`config.mk`:
```
export PLATFORM = sky130hd
export DESIGN_NAME = ordered_list_insert_delete_flat
export DESIGN_NICKNAME = d
export VERILOG_FILES = /design/src/hdl/oli_pkg.sv /design/src/hdl/oli_if.sv /design/src/hdl/oli_ram.sv /design/src/hdl/ordered_list_insert_delete.sv /design/src/flat_wrapper.sv
export VERILOG_INCLUDE_DIRS = /design/src /design/src/hdl
export SDC_FILE = /design/constraint.sdc
export NUM_CORES = 1
export LEC_CHECK = 0
export ABC_AREA = 1
export BUFFER_PORTS_ARGS = -buffer_cell sky130_fd_sc_hd__buf_2
export CORE_ASPECT_RATIO = 1.1
export CORE_MARGIN = 5
export CORE_UTILIZATION = 58
export CTS_BUF_LIST = sky130_fd_sc_hd__clkbuf_8
export DETAILED_ROUTE_END_ITERATION = 10
export GPL_TIMING_DRIVEN = 0
export PLACE_DENSITY_LB_ADDON = 0.05
export SLEW_MARGIN = 10
export SYNTH_ARGS = -nofsm -noshare
export SYNTH_HDL_FRONTEND = slang
export SYNTH_HIERARCHICAL = 1
export SYNTH_SLANG_ARGS = --single-unit
```
`constraint.sdc`:
```
create_clock -name clk -period 5.15 [get_ports clk]
set_input_delay 1.03 -clock clk [delete_from_list [all_inputs] [get_ports clk]]
set_output_delay 1.03 -clock clk [all_outputs]
set_load 0.01 [all_outputs]
```
`src/hdl/ordered_list_insert_delete_defines.svh`:
```
// Assertion macros shared by the ordered list block.
// Needs a clock named clk and an active low reset named arst_n in scope.
`ifndef ORDERED_LIST_INSERT_DELETE_DEFINES_SVH
`define ORDERED_LIST_INSERT_DELETE_DEFINES_SVH

// Same-cycle implication, checked outside reset.
`define OLI_ASSERT_NOW(label, ante, cons, msg) \
	label: assert property (@(posedge clk) disable iff (!arst_n) (ante) |-> (cons)) \
		else $error(msg);

// Next-cycle implication, checked outside reset.
`define OLI_ASSERT_NEXT(label, ante, cons, msg) \
	label: assert property (@(posedge clk) disable iff (!arst_n) (ante) |=> (cons)) \
		else $error(msg);

`endif

```
`src/hdl/oli_pkg.sv`:
```
// Shared constants for the ordered list block: sizes, operation kinds and status codes.
// No dependencies.
package oli_pkg;

	localparam int CAPACITY = 16;
	localparam int IDX_W    = $clog2(CAPACITY);
	localparam int LEN_W    = $clog2(CAPACITY + 1);

	localparam int KIND_W   = 3;
	localparam int DATA_W   = 32;
	localparam int POS_W    = 8;
	localparam int STATUS_W = 2;
	localparam int COUNT_W  = 7;

	localparam logic [KIND_W-1:0] K_APPEND    = 3'd0;
	localparam logic [KIND_W-1:0] K_DEL_FIRST = 3'd1;
	localparam logic [KIND_W-1:0] K_DEL_LAST  = 3'd2;
	localparam logic [KIND_W-1:0] K_DEL_POS   = 3'd3;
	localparam logic [KIND_W-1:0] K_DISPLAY   = 3'd4;

	localparam logic [STATUS_W-1:0] ST_OK      = 2'd0;
	localparam logic [STATUS_W-1:0] ST_EMPTY   = 2'd1;
	localparam logic [STATUS_W-1:0] ST_INVALID = 2'd2;
	localparam logic [STATUS_W-1:0] ST_FULL    = 2'd3;

endpackage

```
`src/hdl/oli_if.sv`:
```
// Request and result channel interfaces of the ordered list block.
// Depends on oli_pkg for field widths.
interface oli_req_if;
	logic                              valid;
	logic                              ready;
	logic [oli_pkg::KIND_W-1:0]        kind;
	logic signed [oli_pkg::DATA_W-1:0] value;
	logic [oli_pkg::POS_W-1:0]         position;

	modport source (output valid, output kind, output value, output position, input ready);
	modport sink   (input valid, input kind, input value, input position, output ready);
endinterface

interface oli_rsp_if;
	logic                              valid;
	logic                              ready;
	logic [oli_pkg::STATUS_W-1:0]      status;
	logic signed [oli_pkg::DATA_W-1:0] element;
	logic [oli_pkg::COUNT_W-1:0]       count;
	logic                              last;

	modport source (output valid, output status, output element, output count, output last,
		input ready);
	modport sink   (input valid, input status, input element, input count, input last,
		output ready);
endinterface

```
`src/hdl/oli_ram.sv`:
```
// Simple dual-port RAM: one write port, one read port with registered read data.
// No dependencies.
module oli_ram #(
	parameter int DEPTH = 16,
	parameter int WIDTH = 32
) (
	input  logic                     clk,
	input  logic                     we,
	input  logic [$clog2(DEPTH)-1:0] waddr,
	input  logic [WIDTH-1:0]         wdata,
	input  logic                     re,
	input  logic [$clog2(DEPTH)-1:0] raddr,
	output logic [WIDTH-1:0]         rdata
);

	logic [WIDTH-1:0] mem [DEPTH];
	logic [WIDTH-1:0] rdata_q;

	always_ff @(posedge clk) begin
		if (we) begin
			mem[waddr] <= wdata;
		end
	end

	// Read data holds while no read is issued.
	always_ff @(posedge clk) begin
		if (re) begin
			rdata_q <= mem[raddr];
		end
	end

	assign rdata = rdata_q;

endmodule

```
`src/hdl/ordered_list_insert_delete.sv`:
```
// Ordered list of signed words. Append, delete last and rejected requests finish in idle.
// Delete first or at a position moves each later element down through the RAM, one per
// cycle, then returns the new count. Display streams one element per cycle through a
// registered RAM read, as long as the result channel takes each beat.
// A request is taken only in idle and only when the result register is empty or its beat
// leaves in the same cycle. Reset empties the list; the RAM contents are not cleared.
module ordered_list_insert_delete (
	input  logic      clk,
	input  logic      arst_n,
	oli_req_if.sink   req,
	oli_rsp_if.source rsp
);
	import oli_pkg::*;

	`include "ordered_list_insert_delete_defines.svh"

	typedef enum logic [1:0] {S_IDLE, S_SHIFT, S_DISP} state_t;

	state_t                state_q;
	logic [LEN_W-1:0]      len_q;
	logic [LEN_W-1:0]      rd_q;
	logic                  dv_s1;
	logic [IDX_W-1:0]      wa_s1;

	logic                  out_v_q;
	logic [STATUS_W-1:0]   status_q;
	logic [DATA_W-1:0]     element_q;
	logic [COUNT_W-1:0]    count_q;
	logic                  last_q;

	logic                  slot_free;
	logic                  accept;
	logic                  empty;
	logic                  full;
	logic                  pos_bad;
	logic                  more;

	logic                  emit;
	logic [STATUS_W-1:0]   e_status;
	logic [DATA_W-1:0]     e_elem;
	logic [COUNT_W-1:0]    e_count;
	logic                  e_last;

	logic                  we;
	logic [IDX_W-1:0]      waddr;
	logic [DATA_W-1:0]     wdata;
	logic                  re;
	logic [DATA_W-1:0]     rdata;

	oli_ram #(
		.DEPTH (CAPACITY),
		.WIDTH (DATA_W)
	) u_ram (
		.clk   (clk),
		.we    (we),
		.waddr (waddr),
		.wdata (wdata),
		.re    (re),
		.raddr (rd_q[IDX_W-1:0]),
		.rdata (rdata)
	);

	assign slot_free = !out_v_q || rsp.ready;
	assign req.ready = (state_q == S_IDLE) && slot_free;
	assign accept    = req.valid && req.ready;

	assign empty   = (len_q == '0);
	assign full    = (len_q >= LEN_W'(CAPACITY));
	assign pos_bad = (req.position == '0) || (req.position > POS_W'(len_q));
	assign more    = (rd_q < len_q);

	always_comb begin
		emit     = 1'b0;
		e_status = ST_OK;
		e_elem   = '0;
		e_count  = COUNT_W'(len_q);
		e_last   = 1'b1;
		we       = 1'b0;
		waddr    = wa_s1;
		wdata    = rdata;
		re       = 1'b0;
		case (state_q)
			S_IDLE: begin
				if (accept) begin
					case (req.kind)
						K_APPEND: begin
							emit = 1'b1;
							if (full) begin
								e_status = ST_FULL;
							end else begin
								we      = 1'b1;
								waddr   = len_q[IDX_W-1:0];
								wdata   = req.value;
								e_count = COUNT_W'(len_q + 1'b1);
							end
						end
						K_DEL_FIRST: begin
							if (empty) begin
								emit     = 1'b1;
								e_status = ST_EMPTY;
							end
						end
						K_DEL_LAST: begin
							emit = 1'b1;
							if (empty) begin
								e_status = ST_EMPTY;
							end else begin
								e_count = COUNT_W'(len_q - 1'b1);
							end
						end
						K_DEL_POS: begin
							if (empty) begin
								emit     = 1'b1;
								e_status = ST_EMPTY;
							end else if (pos_bad) begin
								emit     = 1'b1;
								e_status = ST_INVALID;
							end
						end
						K_DISPLAY: begin
							if (empty) begin
								emit     = 1'b1;
								e_status = ST_EMPTY;
							end
						end
						default: begin
							emit = 1'b1;
						end
					endcase
				end
			end
			S_SHIFT: begin
				// Read entry i+1 now, write it to entry i in the next cycle.
				we = dv_s1;
				re = more;
				if (!dv_s1 && !more && slot_free) begin
					emit    = 1'b1;
					e_count = COUNT_W'(len_q - 1'b1);
				end
			end
			S_DISP: begin
				re = more && (!dv_s1 || slot_free);
				if (dv_s1 && slot_free) begin
					emit   = 1'b1;
					e_elem = rdata;
					e_last = !more;
				end
			end
			default: begin
			end
		endcase
	end

	always_ff @(posedge clk or negedge arst_n) begin
		if (!arst_n) begin
			state_q <= S_IDLE;
			len_q   <= '0;
			rd_q    <= '0;
			dv_s1   <= 1'b0;
			out_v_q <= 1'b0;
		end else begin
			if (emit) begin
				out_v_q   <= 1'b1;
				status_q  <= e_status;
				element_q <= e_elem;
				count_q   <= e_count;
				last_q    <= e_last;
			end else if (rsp.ready) begin
				out_v_q <= 1'b0;
			end

			dv_s1 <= re || (dv_s1 && (state_q == S_DISP) && !slot_free);
			if (re) begin
				rd_q  <= rd_q + 1'b1;
				wa_s1 <= IDX_W'(rd_q - 1'b1);
			end

			case (state_q)
				S_IDLE: begin
					if (accept) begin
						case (req.kind)
							K_APPEND: begin
								if (!full) begin
									len_q <= len_q + 1'b1;
								end
							end
							K_DEL_FIRST: begin
								if (!empty) begin
									rd_q    <= LEN_W'(1);
									state_q <= S_SHIFT;
								end
							end
							K_DEL_LAST: begin
								if (!empty) begin
									len_q <= len_q - 1'b1;
								end
							end
							K_DEL_POS: begin
								if (!empty && !pos_bad) begin
									rd_q    <= req.position[LEN_W-1:0];
									state_q <= S_SHIFT;
								end
							end
							K_DISPLAY: begin
								if (!empty) begin
									rd_q    <= '0;
									state_q <= S_DISP;
								end
							end
							default: begin
							end
						endcase
					end
				end
				S_SHIFT: begin
					if (emit) begin
						len_q   <= len_q - 1'b1;
						state_q <= S_IDLE;
					end
				end
				S_DISP: begin
					if (emit && e_last) begin
						state_q <= S_IDLE;
					end
				end
				default: begin
					state_q <= S_IDLE;
				end
			endcase
		end
	end

	assign rsp.valid   = out_v_q;
	assign rsp.status  = status_q;
	assign rsp.element = element_q;
	assign rsp.count   = count_q;
	assign rsp.last    = last_q;

	`OLI_ASSERT_NOW(a_len_cap, 1'b1, len_q <= LEN_W'(CAPACITY), "list length above capacity")
	`OLI_ASSERT_NOW(a_ram_no_clash, we && re, waddr != rd_q[IDX_W-1:0], "RAM read and write collide")
	`OLI_ASSERT_NEXT(a_append_len, accept && (req.kind == K_APPEND) && !full,
		len_q == LEN_W'($past(len_q) + 1'b1), "append did not grow the list")
	`OLI_ASSERT_NOW(a_emit_slot, emit, slot_free, "result overwrites an untaken beat")

endmodule
```
`src/flat_wrapper.sv`:
```
// flat-port wrapper written by rule: the top's interface ports become plain ports
module ordered_list_insert_delete_flat import oli_pkg::*;
  (clk, arst_n, req_valid, req_kind, req_value, req_position, req_ready, rsp_valid, rsp_status, rsp_element, rsp_count, rsp_last, rsp_ready);
  oli_req_if req_i ();
  oli_rsp_if rsp_i ();
  input  logic clk;
  input  logic arst_n;
  input wire logic [$bits(req_i.valid)-1:0] req_valid;
  input wire logic [$bits(req_i.kind)-1:0] req_kind;
  input wire logic [$bits(req_i.value)-1:0] req_value;
  input wire logic [$bits(req_i.position)-1:0] req_position;
  output wire logic [$bits(req_i.ready)-1:0] req_ready;
  output wire logic [$bits(rsp_i.valid)-1:0] rsp_valid;
  output wire logic [$bits(rsp_i.status)-1:0] rsp_status;
  output wire logic [$bits(rsp_i.element)-1:0] rsp_element;
  output wire logic [$bits(rsp_i.count)-1:0] rsp_count;
  output wire logic [$bits(rsp_i.last)-1:0] rsp_last;
  input wire logic [$bits(rsp_i.ready)-1:0] rsp_ready;
  assign req_i.valid = req_valid;
  assign req_i.kind = req_kind;
  assign req_i.value = req_value;
  assign req_i.position = req_position;
  assign req_ready = req_i.ready;
  assign rsp_valid = rsp_i.valid;
  assign rsp_status = rsp_i.status;
  assign rsp_element = rsp_i.element;
  assign rsp_count = rsp_i.count;
  assign rsp_last = rsp_i.last;
  assign rsp_i.ready = rsp_ready;
  ordered_list_insert_delete u_core (.clk(clk), .arst_n(arst_n), .req(req_i), .rsp(rsp_i));
endmodule
```
After elaboration in Yosys (flattened, before gate mapping)
Memories as Yosys holds them, arrays and structs flattened. A register that Yosys moved wholly into a read port is not among the register bits.
Index checks and enable logic that the tools add are counted.
{"block": "word_totals", "ff_bits": 60, "mem_count": 1, "wordCells": 129, "inputBits": 47, "mem_bits_rw": 512, "output_inout_bits": 44}
{"name": "u_core.u_ram.mem", "words": 16, "width": 32, "rd": 1, "rd_ports_with_merged_regs": 1, "wr": 1, "line": "oli_ram.sv:16", "text": "logic [WIDTH-1:0] mem [DEPTH];"}
{"block": "classes", "magnitude_cmp": 3, "n_mux": 59, "n_reduce_logical": 34, "eq_ne": 16, "addsub": 6}
{"op": "32-bit 2-to-1 mux", "n": 4}
{"op": "5-bit 2-to-1 mux", "n": 10}
{"op": "7-bit 2-to-1 mux", "n": 4}
{"op": "7-bit one-hot mux with 2 select lines", "n": 2}
{"op": "5-bit one-hot mux with 2 select lines", "n": 2}
{"op": "2-bit 2-to-1 mux", "n": 9}
{"op": "3-bit inequality test (second input constant)", "n": 6}
{"op": "2-bit one-hot mux with 3 select lines", "n": 3}
{"op": "1-bit 2-to-1 mux", "n": 16}
{"op": "4-bit 2-to-1 mux", "n": 4}
{"op": "5-bit one-hot mux with 3 select lines", "n": 1}
{"op": "5-bit by 1-bit adder with 5-bit output (second input constant)", "n": 2}
{"op": "1-bit logical AND", "n": 10}
{"op": "8-bit by 5-bit > comparator with 1-bit output", "n": 1}
{"op": "8-bit logical NOT", "n": 1}
{"op": "2-bit AND reduction", "n": 4}
{"op": "7-bit AND reduction", "n": 1}
{"op": "5-bit by 1-bit adder with 6-bit output (second input constant)", "n": 1}
{"op": "3-bit by 2-bit == test with 1-bit output (second input constant)", "n": 2}
{"op": "1-bit logical NOT", "n": 6}
{"op": "1-bit one-hot mux with 2 select lines", "n": 3}
{"op": "6-bit AND reduction", "n": 1}
{"op": "5-bit by 1-bit subtractor with 6-bit output (second input constant)", "n": 1}
{"op": "5-bit greater-or-equal comparator (second input constant)", "n": 1}
{"op": "other kinds (18)", "n": 23}

Longest topological paths before layout
{"block": "logic_depth", "word_depth": 10, "ltp_mapped": 20, "mapped_depth_nobuf": 20}

Hierarchy
Netlist, hierarchy kept.
{"mod": "oli_ram", "cells_per_inst": 2120, "n_inst": 1, "area_per_inst_um2": 23050.9, "seq_area_each_um2": 16335.7}
{"mod": "ordered_list_insert_delete", "cells_per_inst": 482, "n_inst": 1, "area_per_inst_um2": 3799.9, "seq_area_each_um2": 1731.7}

Least setup slack after synthesis
OpenSTA, ideal clock, no wires.
{"block": "synth_timing", "path_type": "input -> register", "from": "input req_position[3]", "to": "register u_core.count_q[0] (netlist: u_core/rsp.count[0]) (enable)", "path_stages": 15, "required_time_ps": 4709, "path_slack_ps": 950, "arrival_ps": 3759, "cell_sequence": "ha_1 > nand2_1 > inv_1 > nand2_1 > nand2_1 > nand2_1 > nand2_1 > nand2_1 > nand2_1 > nand2_1 > nand2_1 > nand2_1 > nand2_1 > nand2_1 > nor2_1"}
{"block": "synth_via", "elab_chain_cells": 8, "word_cells_on_any_way": 9, "classes_between": "1 x order compare; 5 x mux; 3 x reduce/logical"}
{"element": "from (decl)", "line": "flat_wrapper.sv:11", "text": "input wire logic [$bits(req_i.position)-1:0] req_position;"}
{"element": "8-bit by 5-bit > comparator with 1-bit output / 8-bit logical NOT (equally long branches)", "line": "ordered_list_insert_delete.sv:69", "text": "assign pos_bad = (req.position == '0) || (req.position > POS_W'(len_q));"}
{"element": "1-bit logical OR *", "line": "ordered_list_insert_delete.sv:69"}
{"element": "1-bit 2-to-1 mux *", "line": "ordered_list_insert_delete.sv:115", "text": "end else if (pos_bad) begin"}
{"element": "1-bit 2-to-1 mux *", "line": "ordered_list_insert_delete.sv:112", "text": "if (empty) begin"}
{"element": "1-bit one-hot mux with 2 select lines *", "line": "ordered_list_insert_delete.sv:85", "text": "case (req.kind)"}
{"element": "1-bit 2-to-1 mux *", "line": "ordered_list_insert_delete.sv:84", "text": "if (accept) begin"}
{"element": "1-bit one-hot mux with 3 select lines *", "line": "ordered_list_insert_delete.sv:82", "text": "case (state_q)"}
{"element": "2-bit AND reduction (no line) *"}
{"element": "to (signal assigned)", "line": "ordered_list_insert_delete.sv:166", "text": "count_q <= e_count;"}
{"element": "to (decl)", "line": "ordered_list_insert_delete.sv:28", "text": "logic [COUNT_W-1:0] count_q;"}
Mark *: on every way between the ends. The rest lies on a longest branch, timed or not.
A chain may end at the register's enable or synchronous reset.

Worst setup path in the final report
{"block": "layout_timing", "from": "register u_core.state_q[1]", "to": "memory u_core.u_ram.mem[8][13] (enable)"}
{"block": "layout_via", "word_cells_on_any_way": 10, "classes_between": "1 x eq/ne; 6 x mux; 3 x reduce/logical"}
{"element": "from (decl)", "line": "ordered_list_insert_delete.sv:19", "text": "state_t state_q;"}
{"element": "from (signal assigned)", "line": "ordered_list_insert_delete.sv:156", "text": "state_q <= S_IDLE;"}
{"element": "from (signal assigned)", "line": "ordered_list_insert_delete.sv:190", "text": "state_q <= S_SHIFT;"}
{"element": "from (signal assigned)", "line": "ordered_list_insert_delete.sv:201", "text": "state_q <= S_SHIFT;"}
{"element": "2-bit logical NOT *", "line": "ordered_list_insert_delete.sv:64, ordered_list_insert_delete.sv:82"}
{"element": "1-bit logical AND", "line": "ordered_list_insert_delete.sv:64", "text": "assign req.ready = (state_q == S_IDLE) && slot_free;"}
{"element": "1-bit logical AND", "line": "ordered_list_insert_delete.sv:65", "text": "assign accept = req.valid && req.ready;"}
{"element": "4-bit 2-to-1 mux", "line": "ordered_list_insert_delete.sv:84"}
{"element": "4-bit 2-to-1 mux *", "line": "ordered_list_insert_delete.sv:82"}
{"element": "via u_core.waddr[3]", "line": "ordered_list_insert_delete.sv:45", "text": "logic [IDX_W-1:0] waddr;"}
{"element": "to (decl)", "line": "oli_ram.sv:16"}
Mark *: on every way through the listed nets, which the timed path passes. The rest lies on a longest branch.

==> results.txt <==
----------------------------------------------------
[Yosys]
  Number of instances in the synthesized netlist ... 2602
  Post-synthesis simple-gate area fraction ... 20.4%
  Adder-cell area share of the yosys netlist ... 0.839%
  Post-synthesis cell type with the largest combined area ... sky130_fd_sc_hd__edfxtp_1
  XOR/XNOR share of the synthesized area ... 0.326%
  Average instance area after synthesis ... 10.3 um^2
  Summed instance area of the synthesized netlist ... 0.0269 mm^2
  Fraction of synthesized cell area taken by the top area cell type ... 66.0%
  Number of warnings issued by yosys ... 6
  Most frequent cell after synthesis ... sky130_fd_sc_hd__nand2_1
  Dominant combinational cell family by area after synthesis ... simple AND/OR/NAND/NOR gates
  Sequential area share after synthesis ... 67.3%
  Syn nets ... 2667
  Number of distinct library cells after synthesis ... 40
  Most used DFF post-synth ... sky130_fd_sc_hd__edfxtp_1
  Count of flip-flops with a built-in enable after synthesis ... 590
  Multiplexer share of the synthesized area ... 0%
  Asr flop ratio synth ... 2.32%
  Fraction of the mapped netlist area in compound gates ... 1.56%
  Biggest area contributors in the synthesized netlist ... sky130_fd_sc_hd__edfxtp_1 (66%), sky130_fd_sc_hd__nand2_1 (11%), sky130_fd_sc_hd__nand3_1 (7.6%)
  Post-synthesis sequential element count ... 604
  Synth cell count leaders ... sky130_fd_sc_hd__nand2_1 (784), sky130_fd_sc_hd__edfxtp_1 (590), sky130_fd_sc_hd__inv_1 (472), sky130_fd_sc_hd__nand3_1 (406), sky130_fd_sc_hd__nor2_1 (73)

[Timing]
  Final setup violation count ... 0
  Setup repair after global routing missed its margin ... false
  Normalized max-slew margin ... 24.4%
  Highest clock frequency the design can meet ... 263 MHz
  Post-layout minimum cycle time ... 3.81 ns
  Worst slew pin tran ... 1.13 ns
  Share of the cycle needed by the critical path after routing ... 73.9%
  Total Neg Setup Slack ... 0 ns
  Final hold violation count ... 0
  Max-slew violation count ... 0
  Worst Skew ... 0.0199 ns

[Final layout]
  Final Cell Area ... 0.0304 mm^2
  Post-layout util ... 66.7%
  Post-layout nets ... 2894
  Final standard cell count with taps included and fillers excluded ... 3492
  Share of cells above drive strength 1 ... 12.8%
  Area growth, synth to finish ... 13.3%

[GRT]
  Via count of the first global-routing pass ... 18600
  Largest net degree at the start of global routing ... 25
  First-pass GRT wire length ... 108 mm
  GRT Resource Usage Total ... 28.2%
  Global route overflow ... 0
  Number of antenna violations at the first check in global routing ... 2

[Power and ir drop]
  Worst vdd ir ... 0.346 mV
  Final Power ... 16.5 mW
  Power Dens Cells ... 542 mW/mm^2
  Leak ... 13.3 nW

[Drt]
  Post-detailed-route DRC marker count ... 0
  TritonRoute pass-1 iters ... 6
  Via count normalized by instance count ... 5.44
  Wire length per cell ... 20.8 um
  DR iter-0 viols ... 1974
  Total Wirelength ... 72.7 mm
  Final antenna-violating net count ... 0
  Vias after detailed routing ... 19000

[Placement]
  Cell count after placement ... 3320
  Gp weighted congestion ... 0.859
  DP Area ... 0.0287 mm^2
  Post-DP HPWL ... 48.2 mm
  Input/output buffers ... 90

[Clock tree]
  Count of H-tree levels built during CTS ... 3
  Insertion delay of the later-clocked pin in the worst-skew pair ... 0.67 ns
  Clock buffer depth ... 3
  CTS root buf ... sky130_fd_sc_hd__clkbuf_8
  # Post-CTS Setup Buffers ... 0
  Count of clock tree sinks ... 604
  Post-cts gate resize count ... 0
  TritonCTS clock tree ... yes
  Count of hold-fix buffers inserted at cts ... 0
  Post-CTS clock slew at the launch and capture registers of the worst setup and hold paths ... 0.06 ns
  CTS buffer count ... 95

[Floorplanning]
  Die extent in y ... 236 um
  Count of standard-cell rows ... 82
  Width of the chip ... 215 um
  Starting density of the core ... 58.8%
  Full die area ... 0.0507 mm^2
  Count of pins on the block boundary ... 91
  Core footprint ... 0.0457 mm^2

[Critical path]
  Worst Setup Path Type ... register to register
  Required time worst endpoint ... 5.51 ns
  Kind of end point of the critical path ... register
  Arrival time at the worst endpoint ... 4.16 ns
  CP max FO ... 18
  Element type at the critical path start ... register

[Worst hold path]
  Class of the tightest hold or removal check ... input port to async pin

[Outcome]
  Outcome ... finished clean

[Job]
  Max capacitance violation total ... 0

----------------------------------------------------
==> metrics by stage <==
stage	hold WS [ns]	setup slack, ns
3_5_place_dp	0.530	0.900
6_report	0.275	1.34
5_1_grt	0.265	1.09
4_1_cts	0.228	1.38
3_3_place_gp	0.510	-1.28
2_1_floorplan	0.490	0.950
==> final cells by class <==
| cell class | count | area (um^2) |
|---|---|---|
| Antenna cell | 2 | 5.00 |
| Buffer | 119 | 769 |
| Clock buffer | 100 | 1380 |
| Clock inverter | 70 | 310 |
| Fill cell | 3565 | 15200 |
| Inverter | 482 | 1810 |
| Multi-Input combinational cell | 1397 | 6330 |
| Sequential cell | 604 | 18100 |
| Tap cell | 588 | 736 |
| Timing Repair Buffer | 130 | 1020 |
==> power breakdown <==
part | total (mW) | leakage, nW | internal [mW] | switching, mW
registers | 6.64 | 5.51 | 6.51 | 0.122
logic | 6.19 | 6.77 | 1.75 | 4.45
clock network | 3.67 | 0.989 | 1.84 | 1.83
total | 16.5 | 13.3 | 10.1 | 6.40
==> logic make-up after synthesis <==
kind of cell    Yosys count
flops                   604
xor+xnor                 10
compound gates           77
fa+ha+maj                18
simple gates           1292
buf+inv                 601
==> placed cells by master, fill, tap and decap left out, types with 4 or more instances in the layout <==
cell,instances
sky130_fd_sc_hd__a21oi_1,9
sky130_fd_sc_hd__buf_1,14
sky130_fd_sc_hd__buf_12,13
sky130_fd_sc_hd__buf_16,6
sky130_fd_sc_hd__buf_2,140
sky130_fd_sc_hd__buf_4,28
sky130_fd_sc_hd__buf_6,30
sky130_fd_sc_hd__clkbuf_1,18
sky130_fd_sc_hd__clkbuf_8,100
sky130_fd_sc_hd__clkinv_1,27
sky130_fd_sc_hd__clkinv_2,9
sky130_fd_sc_hd__dfrtp_1,14
sky130_fd_sc_hd__edfxtp_1,590
sky130_fd_sc_hd__ha_1,18
sky130_fd_sc_hd__inv_1,503
sky130_fd_sc_hd__inv_2,9
sky130_fd_sc_hd__nand2_1,784
sky130_fd_sc_hd__nand2_2,4
sky130_fd_sc_hd__nand3_1,406
sky130_fd_sc_hd__nor2_1,56
sky130_fd_sc_hd__nor2_4,21
sky130_fd_sc_hd__nor3_1,8
sky130_fd_sc_hd__o21ai_0,21
sky130_fd_sc_hd__o21ai_1,32
sky130_fd_sc_hd__o22ai_1,6
sky130_fd_sc_hd__xor2_1,9
==> worst max-delay path: stages (launching register included) <==
cell and delay (ns):
sky130_fd_sc_hd__dfrtp_1 0.41, sky130_fd_sc_hd__inv_1 0.10, sky130_fd_sc_hd__ha_1 0.33, sky130_fd_sc_hd__inv_2 0.16, sky130_fd_sc_hd__nor2_8 0.15, sky130_fd_sc_hd__nand2_4 0.08
sky130_fd_sc_hd__nor2_1 0.16, sky130_fd_sc_hd__inv_1 0.07, sky130_fd_sc_hd__clkbuf_1 0.19, sky130_fd_sc_hd__o21ai_0 0.41, sky130_fd_sc_hd__nand3b_1 0.43, sky130_fd_sc_hd__nor2_4 0.68
sky130_fd_sc_hd__buf_12 0.27
==> worst paths after layout <==
kind                                          startpoint                                 to  slack (ns)  cells after the start
hold / removal                                    arst_n        u_core/len_q[2]$_DFFE_PN0P_        0.27                      1
setup reg to reg           u_core/state_q[1]$_DFFE_PN0P_  u_core/u_ram/mem[8][13]$_DFFE_PP_        1.34                     12
hold reg to reg            u_core/state_q[0]$_DFFE_PN0P_      u_core/state_q[0]$_DFFE_PN0P_        0.54                      2
max in group asynchronous                         arst_n           u_core/rd_q[2]$_DFF_PN0_        4.59                      1
min in group clk           u_core/state_q[0]$_DFFE_PN0P_      u_core/state_q[0]$_DFFE_PN0P_        0.54                      2
setup / recovery           u_core/state_q[1]$_DFFE_PN0P_  u_core/u_ram/mem[8][13]$_DFFE_PP_        1.34                     12
==> state kept, by name, summed over array words and instances, names as in the netlist <==
| signal | flops |
|---|---|
| u_core/u_ram/mem | 512 |
| u_core/rsp.element | 32 |
| u_core/u_ram/rdata | 32 |
| u_core/rsp.count | 7 |
| u_core/len_q | 5 |
| u_core/rd_q | 5 |
| u_core/wa_s1 | 4 |
| u_core/rsp.status | 2 |
| u_core/state_q | 2 |
| u_core/dv_s1 | 1 |
| u_core/rsp.last | 1 |
| u_core/rsp.valid | 1 |
==> layer usage <==
layer  global-route usage (%)  up-vias  routed length (um)
met3                     6.16      157                6680
met4                     10.9        0                2370
met2                     47.3      868               35400
li1                         -     8889                   -
met1                     36.4     9074               28300
met5                        0        -                   0
Power figures use the tool's default switching activity.
